$ cat src/ple_pkg.sv
// ----------------------------------------------------------------------------
// ple_pkg
// Shared types and constants of the positional list engine: command and
// status codes, controller states, and the command/status bundles that join
// the controller to the datapath.
// ----------------------------------------------------------------------------
package ple_pkg;

	localparam int CMD_W    = 2;
	localparam int VAL_W    = 32;
	localparam int POS_W    = 6;
	localparam int STATUS_W = 2;
	localparam int COUNT_W  = 7;

	typedef enum logic [CMD_W-1:0] {
		CMD_APPEND = 2'd0,
		CMD_INSERT = 2'd1,
		CMD_REMOVE = 2'd2,
		CMD_SEARCH = 2'd3
	} cmd_t;

	typedef enum logic [STATUS_W-1:0] {
		ST_OK     = 2'd0,
		ST_BADPOS = 2'd1,
		ST_FULL   = 2'd2
	} status_t;

	typedef enum logic [1:0] {
		CNT_HOLD,
		CNT_INC,
		CNT_DEC
	} cnt_op_t;

	typedef enum logic [1:0] {
		AS_LAST,
		AS_NEXT,
		AS_FIRST
	} addr_sel_t;

	typedef enum logic [2:0] {
		S_IDLE,
		S_DECODE,
		S_SHIFT,
		S_DRAIN,
		S_PLACE,
		S_SCAN,
		S_SCAN_LAST,
		S_FINISH
	} state_t;

	typedef struct packed {
		logic      accept;
		logic      plan_load;
		status_t   plan_status;
		cnt_op_t   plan_cnt;
		logic      addr_load;
		addr_sel_t addr_sel;
		logic      rd_issue;
		logic      rd_move;
		logic      put_tail;
		logic      put_pos;
		logic      res_load;
	} dp_cmd_t;

	typedef struct packed {
		cmd_t cmd;
		logic full;
		logic bad_pos;
		logic last_one;
		logic is_empty;
		logic at_end;
		logic hit;
		logic out_free;
	} dp_stat_t;

endpackage

$ cat src/ple_ram.sv
// ----------------------------------------------------------------------------
// ple_ram
// Generic single-write, single-read RAM with a registered read port.
// ----------------------------------------------------------------------------
module ple_ram #(
	parameter int WIDTH = 32,
	parameter int DEPTH = 64,
	localparam int AW = $clog2(DEPTH)
) (
	input  logic             clk,
	input  logic             we,
	input  logic [AW-1:0]    waddr,
	input  logic [WIDTH-1:0] wdata,
	input  logic             re,
	input  logic [AW-1:0]    raddr,
	output logic [WIDTH-1:0] rdata
);

	logic [WIDTH-1:0] mem_q [DEPTH];

	always_ff @(posedge clk) begin
		if (we) begin
			mem_q[waddr] <= wdata;
		end
		if (re) begin
			rdata <= mem_q[raddr];
		end
	end

endmodule

$ cat src/ple_ctrl.sv
// ----------------------------------------------------------------------------
// ple_ctrl
// Controller of the positional list engine: decodes one item, sequences
// the shift or scan walk through the list RAM and hands the result over.
// ----------------------------------------------------------------------------
module ple_ctrl (
	input  logic               clk,
	input  logic               arst_n,
	input  logic               in_valid,
	output logic               in_ready,
	input  ple_pkg::dp_stat_t  stat,
	output ple_pkg::dp_cmd_t   cmd
);

	import ple_pkg::*;

	state_t state_q;
	state_t state_d;

	always_ff @(posedge clk or negedge arst_n) begin
		if (!arst_n) begin
			state_q <= S_IDLE;
		end else begin
			state_q <= state_d;
		end
	end

	// next state
	always_comb begin
		state_d = state_q;
		unique case (state_q)
			S_IDLE: begin
				if (in_valid) state_d = S_DECODE;
			end
			S_DECODE: begin
				unique case (stat.cmd)
					CMD_APPEND: state_d = S_FINISH;
					CMD_INSERT: begin
						if (stat.bad_pos || stat.full) state_d = S_FINISH;
						else state_d = S_SHIFT;
					end
					CMD_REMOVE: begin
						if (stat.bad_pos || stat.last_one) state_d = S_FINISH;
						else state_d = S_SHIFT;
					end
					CMD_SEARCH: begin
						if (stat.is_empty) state_d = S_FINISH;
						else state_d = S_SCAN;
					end
					default: state_d = S_FINISH;
				endcase
			end
			S_SHIFT: begin
				if (stat.at_end) state_d = S_DRAIN;
			end
			S_DRAIN: begin
				if (stat.cmd == CMD_INSERT) state_d = S_PLACE;
				else state_d = S_FINISH;
			end
			S_PLACE: state_d = S_FINISH;
			S_SCAN: begin
				if (stat.hit) state_d = S_FINISH;
				else if (stat.at_end) state_d = S_SCAN_LAST;
			end
			S_SCAN_LAST: state_d = S_FINISH;
			S_FINISH: begin
				if (stat.out_free) state_d = S_IDLE;
			end
			default: state_d = S_IDLE;
		endcase
	end

	// outputs
	always_comb begin
		cmd          = '0;
		cmd.plan_status = ST_OK;
		cmd.plan_cnt = CNT_HOLD;
		cmd.addr_sel = AS_FIRST;
		in_ready     = 1'b0;
		unique case (state_q)
			S_IDLE: begin
				in_ready   = 1'b1;
				cmd.accept = in_valid;
			end
			S_DECODE: begin
				cmd.plan_load = 1'b1;
				unique case (stat.cmd)
					CMD_APPEND: begin
						if (stat.full) begin
							cmd.plan_status = ST_FULL;
						end else begin
							cmd.put_tail = 1'b1;
							cmd.plan_cnt = CNT_INC;
						end
					end
					CMD_INSERT: begin
						if (stat.bad_pos) begin
							cmd.plan_status = ST_BADPOS;
						end else if (stat.full) begin
							cmd.plan_status = ST_FULL;
						end else begin
							cmd.plan_cnt  = CNT_INC;
							cmd.addr_load = 1'b1;
							cmd.addr_sel  = AS_LAST;
						end
					end
					CMD_REMOVE: begin
						if (stat.bad_pos) begin
							cmd.plan_status = ST_BADPOS;
						end else begin
							cmd.plan_cnt  = CNT_DEC;
							cmd.addr_load = !stat.last_one;
							cmd.addr_sel  = AS_NEXT;
						end
					end
					CMD_SEARCH: begin
						cmd.addr_load = !stat.is_empty;
						cmd.addr_sel  = AS_FIRST;
					end
					default: cmd.plan_status = ST_OK;
				endcase
			end
			S_SHIFT: begin
				cmd.rd_issue = 1'b1;
				cmd.rd_move  = 1'b1;
			end
			S_PLACE: cmd.put_pos = 1'b1;
			S_SCAN: cmd.rd_issue = !stat.hit;
			S_FINISH: cmd.res_load = stat.out_free;
			default: cmd.accept = 1'b0;
		endcase
	end

endmodule

$ cat src/ple_dp.sv
// ----------------------------------------------------------------------------
// ple_dp
// Datapath of the positional list engine: item registers, entry count,
// walk address and read pipeline around the list RAM, and result register.
// ----------------------------------------------------------------------------
module ple_dp #(
	parameter int DEPTH      = 64,
	parameter int DATA_WIDTH = 32
) (
	input  logic                                clk,
	input  logic                                arst_n,
	input  ple_pkg::dp_cmd_t                    cmd,
	output ple_pkg::dp_stat_t                   stat,
	input  logic [ple_pkg::CMD_W-1:0]           command,
	input  logic signed [ple_pkg::VAL_W-1:0]    value,
	input  logic [ple_pkg::POS_W-1:0]           position,
	output logic                                out_valid,
	input  logic                                out_ready,
	output logic [ple_pkg::STATUS_W-1:0]        status,
	output logic                                found,
	output logic [ple_pkg::POS_W-1:0]           found_position,
	output logic [ple_pkg::COUNT_W-1:0]         count,
	output logic                                empty_res
);

	import ple_pkg::*;

	localparam int AW = $clog2(DEPTH);
	localparam int CW = $clog2(DEPTH + 1);
	localparam int PW = (CW > POS_W + 1) ? CW : POS_W + 1;
	localparam int VW = (VAL_W > DATA_WIDTH) ? VAL_W : DATA_WIDTH;
	localparam int OW = (CW > COUNT_W) ? CW : COUNT_W;
	localparam int FW = (AW > POS_W) ? AW : POS_W;

	cmd_t                  cmd_q;
	logic [DATA_WIDTH-1:0] val_q;
	logic [POS_W-1:0]      pos_q;
	logic [CW-1:0]         cnt_q;
	status_t               plan_status_q;
	cnt_op_t               plan_cnt_q;
	logic [AW-1:0]         addr_q;
	logic                  found_q;
	logic [AW-1:0]         fpos_q;

	logic                  rd_pend_s1;
	logic                  mv_s1;
	logic [AW-1:0]         rd_addr_s1;
	logic [AW-1:0]         wr_addr_s1;

	logic                  out_valid_q;
	status_t               res_status_q;
	logic                  res_found_q;
	logic [POS_W-1:0]      res_fpos_q;
	logic [COUNT_W-1:0]    res_count_q;
	logic                  res_empty_q;

	logic [VW-1:0]         val_ext;
	logic [PW-1:0]         pos_x;
	logic [PW-1:0]         pos_p1;
	logic [PW-1:0]         cnt_x;
	logic [CW-1:0]         cnt_m1;
	logic [CW-1:0]         cnt_next;
	logic [OW-1:0]         cnt_next_x;
	logic [FW-1:0]         fpos_x;
	logic [AW-1:0]         end_addr;
	logic                  walk_down;
	logic                  out_free;
	logic                  hit;

	logic                  ram_we;
	logic [AW-1:0]         ram_waddr;
	logic [DATA_WIDTH-1:0] ram_wdata;
	logic [DATA_WIDTH-1:0] ram_rdata;

	assign val_ext    = VW'($unsigned(value));
	assign pos_x      = PW'(pos_q);
	assign pos_p1     = pos_x + PW'(1);
	assign cnt_x      = PW'(cnt_q);
	assign cnt_m1     = cnt_q - CW'(1);
	assign walk_down  = (cmd_q == CMD_INSERT);
	assign end_addr   = walk_down ? pos_x[AW-1:0] : cnt_m1[AW-1:0];
	assign out_free   = !out_valid_q || out_ready;
	assign hit        = rd_pend_s1 && !mv_s1 && (ram_rdata == val_q);
	assign cnt_next_x = OW'(cnt_next);
	assign fpos_x     = FW'(fpos_q);

	always_comb begin
		case (plan_cnt_q)
			CNT_INC: cnt_next = cnt_q + CW'(1);
			CNT_DEC: cnt_next = cnt_m1;
			default: cnt_next = cnt_q;
		endcase
	end

	always_comb begin
		stat.cmd      = cmd_q;
		stat.full     = (cnt_q == CW'(DEPTH));
		stat.bad_pos  = (pos_x >= cnt_x);
		stat.last_one = (pos_p1 == cnt_x);
		stat.is_empty = (cnt_q == '0);
		stat.at_end   = (addr_q == end_addr);
		stat.hit      = hit;
		stat.out_free = out_free;
	end

	// moved entries land one read behind the walk; appends and placements
	// never overlap a pending move
	always_comb begin
		ram_we    = (rd_pend_s1 && mv_s1) || cmd.put_tail || cmd.put_pos;
		ram_wdata = val_q;
		if (rd_pend_s1 && mv_s1) begin
			ram_waddr = wr_addr_s1;
			ram_wdata = ram_rdata;
		end else if (cmd.put_tail) begin
			ram_waddr = cnt_q[AW-1:0];
		end else begin
			ram_waddr = pos_x[AW-1:0];
		end
	end

	ple_ram #(
		.WIDTH (DATA_WIDTH),
		.DEPTH (DEPTH)
	) u_ram (
		.clk   (clk),
		.we    (ram_we),
		.waddr (ram_waddr),
		.wdata (ram_wdata),
		.re    (cmd.rd_issue),
		.raddr (addr_q),
		.rdata (ram_rdata)
	);

	// item and walk registers
	always_ff @(posedge clk) begin
		if (cmd.accept) begin
			cmd_q <= cmd_t'(command);
			val_q <= val_ext[DATA_WIDTH-1:0];
			pos_q <= position;
		end
		if (cmd.plan_load) begin
			plan_status_q <= cmd.plan_status;
			plan_cnt_q    <= cmd.plan_cnt;
		end
		if (cmd.addr_load) begin
			case (cmd.addr_sel)
				AS_LAST: addr_q <= cnt_m1[AW-1:0];
				AS_NEXT: addr_q <= pos_p1[AW-1:0];
				default: addr_q <= '0;
			endcase
		end else if (cmd.rd_issue) begin
			addr_q <= walk_down ? addr_q - AW'(1) : addr_q + AW'(1);
		end
		mv_s1      <= cmd.rd_move;
		rd_addr_s1 <= addr_q;
		wr_addr_s1 <= walk_down ? addr_q + AW'(1) : addr_q - AW'(1);
		// keep the first match only
		if (cmd.accept) begin
			found_q <= 1'b0;
			fpos_q  <= '0;
		end else if (hit && !found_q) begin
			found_q <= 1'b1;
			fpos_q  <= rd_addr_s1;
		end
		if (cmd.res_load) begin
			res_status_q <= plan_status_q;
			res_found_q  <= found_q;
			res_fpos_q   <= fpos_x[POS_W-1:0];
			res_count_q  <= cnt_next_x[COUNT_W-1:0];
			res_empty_q  <= (cnt_next == '0);
		end
	end

	always_ff @(posedge clk or negedge arst_n) begin
		if (!arst_n) begin
			cnt_q       <= '0;
			rd_pend_s1  <= 1'b0;
			out_valid_q <= 1'b0;
		end else begin
			rd_pend_s1 <= cmd.rd_issue;
			if (cmd.res_load) begin
				cnt_q       <= cnt_next;
				out_valid_q <= 1'b1;
			end else if (out_ready) begin
				out_valid_q <= 1'b0;
			end
		end
	end

	assign out_valid      = out_valid_q;
	assign status         = res_status_q;
	assign found          = res_found_q;
	assign found_position = res_fpos_q;
	assign count          = res_count_q;
	assign empty_res      = res_empty_q;

	a_cnt_range: assert property (@(posedge clk) disable iff (!arst_n)
		cnt_q <= CW'(DEPTH))
		else $error("entry count above depth");

	a_load_free: assert property (@(posedge clk) disable iff (!arst_n)
		cmd.res_load |-> out_free)
		else $error("result loaded over an untaken result");

	a_cnt_hold: assert property (@(posedge clk) disable iff (!arst_n)
		!cmd.res_load |=> $stable(cnt_q))
		else $error("entry count moved outside result load");

	a_one_writer: assert property (@(posedge clk) disable iff (!arst_n)
		(rd_pend_s1 && mv_s1) |-> !(cmd.put_tail || cmd.put_pos))
		else $error("RAM write port claimed twice");

	a_found_search: assert property (@(posedge clk) disable iff (!arst_n)
		(cmd.res_load && cmd_q != CMD_SEARCH) |-> !found_q)
		else $error("found flag set outside a search");

endmodule

$ cat src/positional_list_engine.sv
// ----------------------------------------------------------------------------
// positional_list_engine
// Ordered list of up to DEPTH values with append, insert-at, remove-at and
// search commands; one result item per command item.
//
//   channel | signals                                          | dir
//   --------+--------------------------------------------------+-----
//   in      | in_valid, in_ready, command, value, position     | in
//   out     | out_valid, out_ready, status, found,             | out
//           | found_position, count, empty_res                 |
//
// Append, rejected commands, remove at the last position and search on an
// empty list need no walk; insert shifts the entries from the position up,
// remove shifts the entries after it down, and search scans from the first
// entry to a hit or the end. One list RAM read per cycle over the entries moved or scanned.
// One item is in work at a time; the next item is taken while the previous
// result still waits in the output register, and its result load holds
// until that register is free. Reset clears the entry count; the list RAM
// needs no clearing.
// ----------------------------------------------------------------------------
module positional_list_engine #(
	parameter int DEPTH      = 64,
	parameter int DATA_WIDTH = 32
) (
	input  logic                              clk,
	input  logic                              arst_n,
	input  logic                              in_valid,
	output logic                              in_ready,
	input  logic [ple_pkg::CMD_W-1:0]         command,
	input  logic signed [ple_pkg::VAL_W-1:0]  value,
	input  logic [ple_pkg::POS_W-1:0]         position,
	output logic                              out_valid,
	input  logic                              out_ready,
	output logic [ple_pkg::STATUS_W-1:0]      status,
	output logic                              found,
	output logic [ple_pkg::POS_W-1:0]         found_position,
	output logic [ple_pkg::COUNT_W-1:0]       count,
	output logic                              empty_res
);

	import ple_pkg::*;

	dp_cmd_t  dp_cmd;
	dp_stat_t dp_stat;

	ple_ctrl u_ctrl (
		.clk      (clk),
		.arst_n   (arst_n),
		.in_valid (in_valid),
		.in_ready (in_ready),
		.stat     (dp_stat),
		.cmd      (dp_cmd)
	);

	ple_dp #(
		.DEPTH      (DEPTH),
		.DATA_WIDTH (DATA_WIDTH)
	) u_dp (
		.clk            (clk),
		.arst_n         (arst_n),
		.cmd            (dp_cmd),
		.stat           (dp_stat),
		.command        (command),
		.value          (value),
		.position       (position),
		.out_valid      (out_valid),
		.out_ready      (out_ready),
		.status         (status),
		.found          (found),
		.found_position (found_position),
		.count          (count),
		.empty_res      (empty_res)
	);

endmodule

$ cat config.mk
export PLATFORM = sky130hd
export DESIGN_NAME = positional_list_engine
export DESIGN_NICKNAME = d
export VERILOG_FILES = /design/src/ple_pkg.sv /design/src/ple_ram.sv /design/src/ple_ctrl.sv /design/src/ple_dp.sv /design/src/positional_list_engine.sv
export SDC_FILE = /design/constraint.sdc
export NUM_CORES = 2
export LEC_CHECK = 0
export BUFFER_PORTS_ARGS = -buffer_cell sky130_fd_sc_hd__buf_4
export CAP_MARGIN = 15
export CORE_MARGIN = 3
export CORE_UTILIZATION = 55
export DETAILED_ROUTE_END_ITERATION = 8
export PLACE_DENSITY = 0.71
export SLEW_MARGIN = 20
export SYNTH_ARGS = -nofsm -noshare
export SYNTH_HDL_FRONTEND = slang
export SYNTH_SLANG_ARGS = --single-unit
export TNS_END_PERCENT = 5
$ cat constraint.sdc
create_clock -name clk -period 9.9 [get_ports clk]
set_input_delay 0.495 -clock clk [delete_from_list [all_inputs] [get_ports clk]]
set_output_delay 0.495 -clock clk [all_outputs]
set_load 0.01 [all_outputs]
==> impl_metrics.csv <==
group,metric,value,unit
detailed_routing,dr.pass1.iters,7,
logic_synthesis,ys_async_sr_fraction,0.551,%
critical_path,r2r_slack,5.06,ns
critical_path,rr_worst_depth,8,
detailed_routing,avgRoutedWirePerCell,32.5,um
placed_design,numPortBuffers,62,
logic_synthesis,synth-xor-area-share,0.677,%
global_routing,grt-ovfl-total,0,
pwr,leakage,29.7,nW
critical_path,worst_setup_path_start_kind,"register",
detailed_routing,num_vias,38700,
sta,fin_setup_tns,0,ns
cells_and_area,nets,3778,
detailed_routing,drc,0,
run_status,status,"finished clean",
job,cap_violations,0,
clock_network,cts_tree,"built",
clock_network,cts_made_buffers,209,
logic_synthesis,synth_mux_area_share,18.7,%
logic_synthesis,synth_cell_types,62,
critical_path,worstPathRequired,10.35,ns
die,die-area,158000,um2
logic_synthesis,ys_seq_elements,2179,
clock_network,max-clock-path-buffers,3,
logic_synthesis,synth_compound_area_share,0.734,%
critical_path,critical_path_class,"register to register",
hold_path,hp-class,"input port to asynchronous set/reset pin",
critical_path,rr_endpoint,"u_dp.u_ram.mem_q[31][13]",
clock_network,post_cts_buffers,0,
sta,fin_crit,4.84,ns
logic_synthesis,avgSynthCellArea,24.1,um2
die,die_x,397,um
logic_synthesis,synth_edf_count,2147,
logic_synthesis,yosys.area_share.simple,1.17,%
global_routing,grt_pass1_wl,279,mm
critical_path,reg2reg_from,"u_dp.cnt_q[0]",
sta,setup_viol,0,
sta,rsz0062_at_grt,"false",
critical_path,crit_path_end_kind,"register",
die,rows,142,
pwr,power.density,272,nW/um2
cells_and_area,fin_cells,5914,
detailed_routing,drt_iter0_markers,4980,
clock_network,insertion_delay,0.85,ns
global_routing,grt_max_degree,150,
cells_and_area,antenna_cells,0,
critical_path,cp_data_arrival_time,5.29,ns
clock_network,cts_root_buf,"clkbuf_16",
sta,hold_violations,0,
sta,slew_viol_final,0,
placed_design,hpwl,107,mm
die,core,151000,um2
die,ios,63,
logic_synthesis,synth_top_area_share,76.5,%
detailed_routing,totalWireLength,192,mm
logic_synthesis,syn_area,84300,um2
logic_synthesis,synth-seq-area-share,77.4,%
logic_synthesis,yosysTopAreaCell,"edfxtp_1",
global_routing,antenna_found_initial,6,
global_routing,grt_use_total,24.8,%
global_routing,grt_pass1_vias,38800,
logic_synthesis,synth-main-ff-cell,"edfxtp_1",
sta,fmax,207,MHz
detailed_routing,drtAntennaViolNets,0,
clock_network,cts.clk_slew.worst_paths,0.06,ns
cells_and_area,final_common_cell,"edfxtp_1",
clock_network,h-tree-depth,4,
placed_design,dp_cells,5475,
detailed_routing,viasPerCell,6.54,
sta,finClkSkew,0.0418,ns
sta,slew_headroom,15.0,%
logic_synthesis,synth_top_family_by_area,"multiplexers",
cells_and_area,areaGrowthSynthToFinish,13.0,%
logic_synthesis,yosysWarnings,0,
clock_network,cts.sinks,2179,
logic_synthesis,synth_area_leaders,"edfxtp_1 77%, mux4_2 18%, dfxtp_1 0.48%",
logic_synthesis,synth_fp_nets,3556,
pwr,vdd_drop_max,274,uV
logic_synthesis,syn_inst,3494,
logic_synthesis,synthAdderAreaFrac,0.267,%
cells_and_area,mostFrequentLayoutCells,"2,147 x edfxtp_1, 672 x mux4_2, 210 x clkbuf_16, 139 x buf_4, 64 x nor2_4",
die,fp.dieH,397,um
sta,fin_crit_sh,48.9,%
die,initial_core_util,55.8,%
placed_design,gp_congestion,0.810,
critical_path,crit_fanout,32,
cells_and_area,drive_above_1_share,31.9,%
sta,tightest_slew,1.28,ns
[cell type report]
| class | count | area (um2) |
|---|---|---|
| clock buffer | 256 | 5490 |
| sequential | 2179 | 65200 |
| inverter | 25 | 93.8 |
| timing repair buffer | 194 | 1730 |
| clock inverter | 137 | 1370 |
| fill | 9827 | 55800 |
| multi-input combinational | 1107 | 18800 |
| tap | 2016 | 2520 |
[metrics by stage]
step                      cell area [um2]  setup slack, ns  util (%)  total power, mW  hold WS, ns
after floorplan                     84300             5.46         -             15.8        0.199
after global placement              87700             5.22      58.0             18.0        0.367
after detailed placement            87700             5.09      58.1             18.1        0.370
after CTS                           95000             5.05      62.9             26.0      0.00453
after global routing                95200             4.85      63.0             26.8       0.0579
final                               95200             5.06      63.0             25.9       0.0819
[how the worst max path moves through the flow]
stage                  start                  endpoint  slack [ns]
2_1_floorplan  u_dp.cnt_q[0]    u_dp.u_ram.mem_q[0][0]        5.46
3_3_place_gp   u_dp.cnt_q[0]  u_dp.u_ram.mem_q[30][20]        5.22
3_5_place_dp   u_dp.cnt_q[0]  u_dp.u_ram.mem_q[29][20]        5.09
4_1_cts        u_dp.cnt_q[0]  u_dp.u_ram.mem_q[31][14]        5.05
5_1_grt        u_dp.cnt_q[0]  u_dp.u_ram.mem_q[31][21]        4.85
6_report       u_dp.cnt_q[0]  u_dp.u_ram.mem_q[31][13]        5.06
[repair_timing]
action,in CTS,in global routing
hold buffers,42,0
resized for setup,0,0
endpoints found under the hold margin,53,0
[flip-flops by register name, summed over array words and instances, names as in the netlist, 2 cells and up]
signal,count
u_ctrl.state_q,3
u_dp.addr_q,6
u_dp.cmd_q,2
u_dp.cnt_q,7
u_dp.count,7
u_dp.found_position,6
u_dp.fpos_q,6
u_dp.plan_cnt_q,2
u_dp.plan_status_q,2
u_dp.pos_q,6
u_dp.rd_addr_s1,6
u_dp.status,2
u_dp.u_ram.mem_q,2048
u_dp.u_ram.rdata,32
u_dp.val_q,32
u_dp.wr_addr_s1,6
[synth_stat cells (all sizes together) (2+ instances only)]
library cell and n:
buf 75, nor2b 2, edfxtp 2147, nand3 24, nand4 4, xnor2 15
nor3b 4, or3 12, mux4 672, mux2i 26, a2bb2oi 4, or3b 2
nand2 23, nor2 97, xor2 42, dfrtp 12, a211oi 5, o22a 2
nand2b 3, and3 5, a21o 6, o31ai 4, a21oi 18, ha 18
o211ai 4, o31a 2, nor3 14, mux2 35, dfxtp 20, o21ai 19
o22ai 6, a32oi 2, a22oi 3, xnor3 3, a31oi 2, or4 3
a21boi 2, nor4 12, clkbuf 108, inv 25
[kinds of logic (layout without fill, tap and decap cells)]
| family | count (synthesis) | count (layout) |
|---|---|---|
| buffers and inverters | 208 | 612 |
| and+or+nand+nor | 208 | 208 |
| adders and majority gates | 18 | 18 |
| AOI/OAI and AO/OA | 88 | 88 |
| muxes | 733 | 733 |
| xor gates and xnor gates | 60 | 60 |
| DFF | 2179 | 2179 |
[critical path, stage by stage, from the launching register on]
cell and delay [ns]:
dfrtp_1 0.51, inv_1 0.14, ha_1 0.25, or4b_1 0.59, o211ai_4 0.39, mux2i_1 0.22
a21oi_1 0.34, nand3_1 0.81, nor2_4 1.16
[per-layer routing]
metal	vias up	track usage (%)	wire, um
met2	2058	37.3	90800
met5	-	0	31
met3	258	5.56	19800
met1	20900	38.1	78100
li1	15500	-	-
met4	4	5.55	3280
[where the power goes]
group | total [mW] | switching, mW | internal [mW]
Clock | 7.95 | 3.42 | 4.53
Combinational | 7.04 | 3.73 | 3.30
Sequential | 10.9 | 0.247 | 10.6
(Power assumes the default switching activity.)
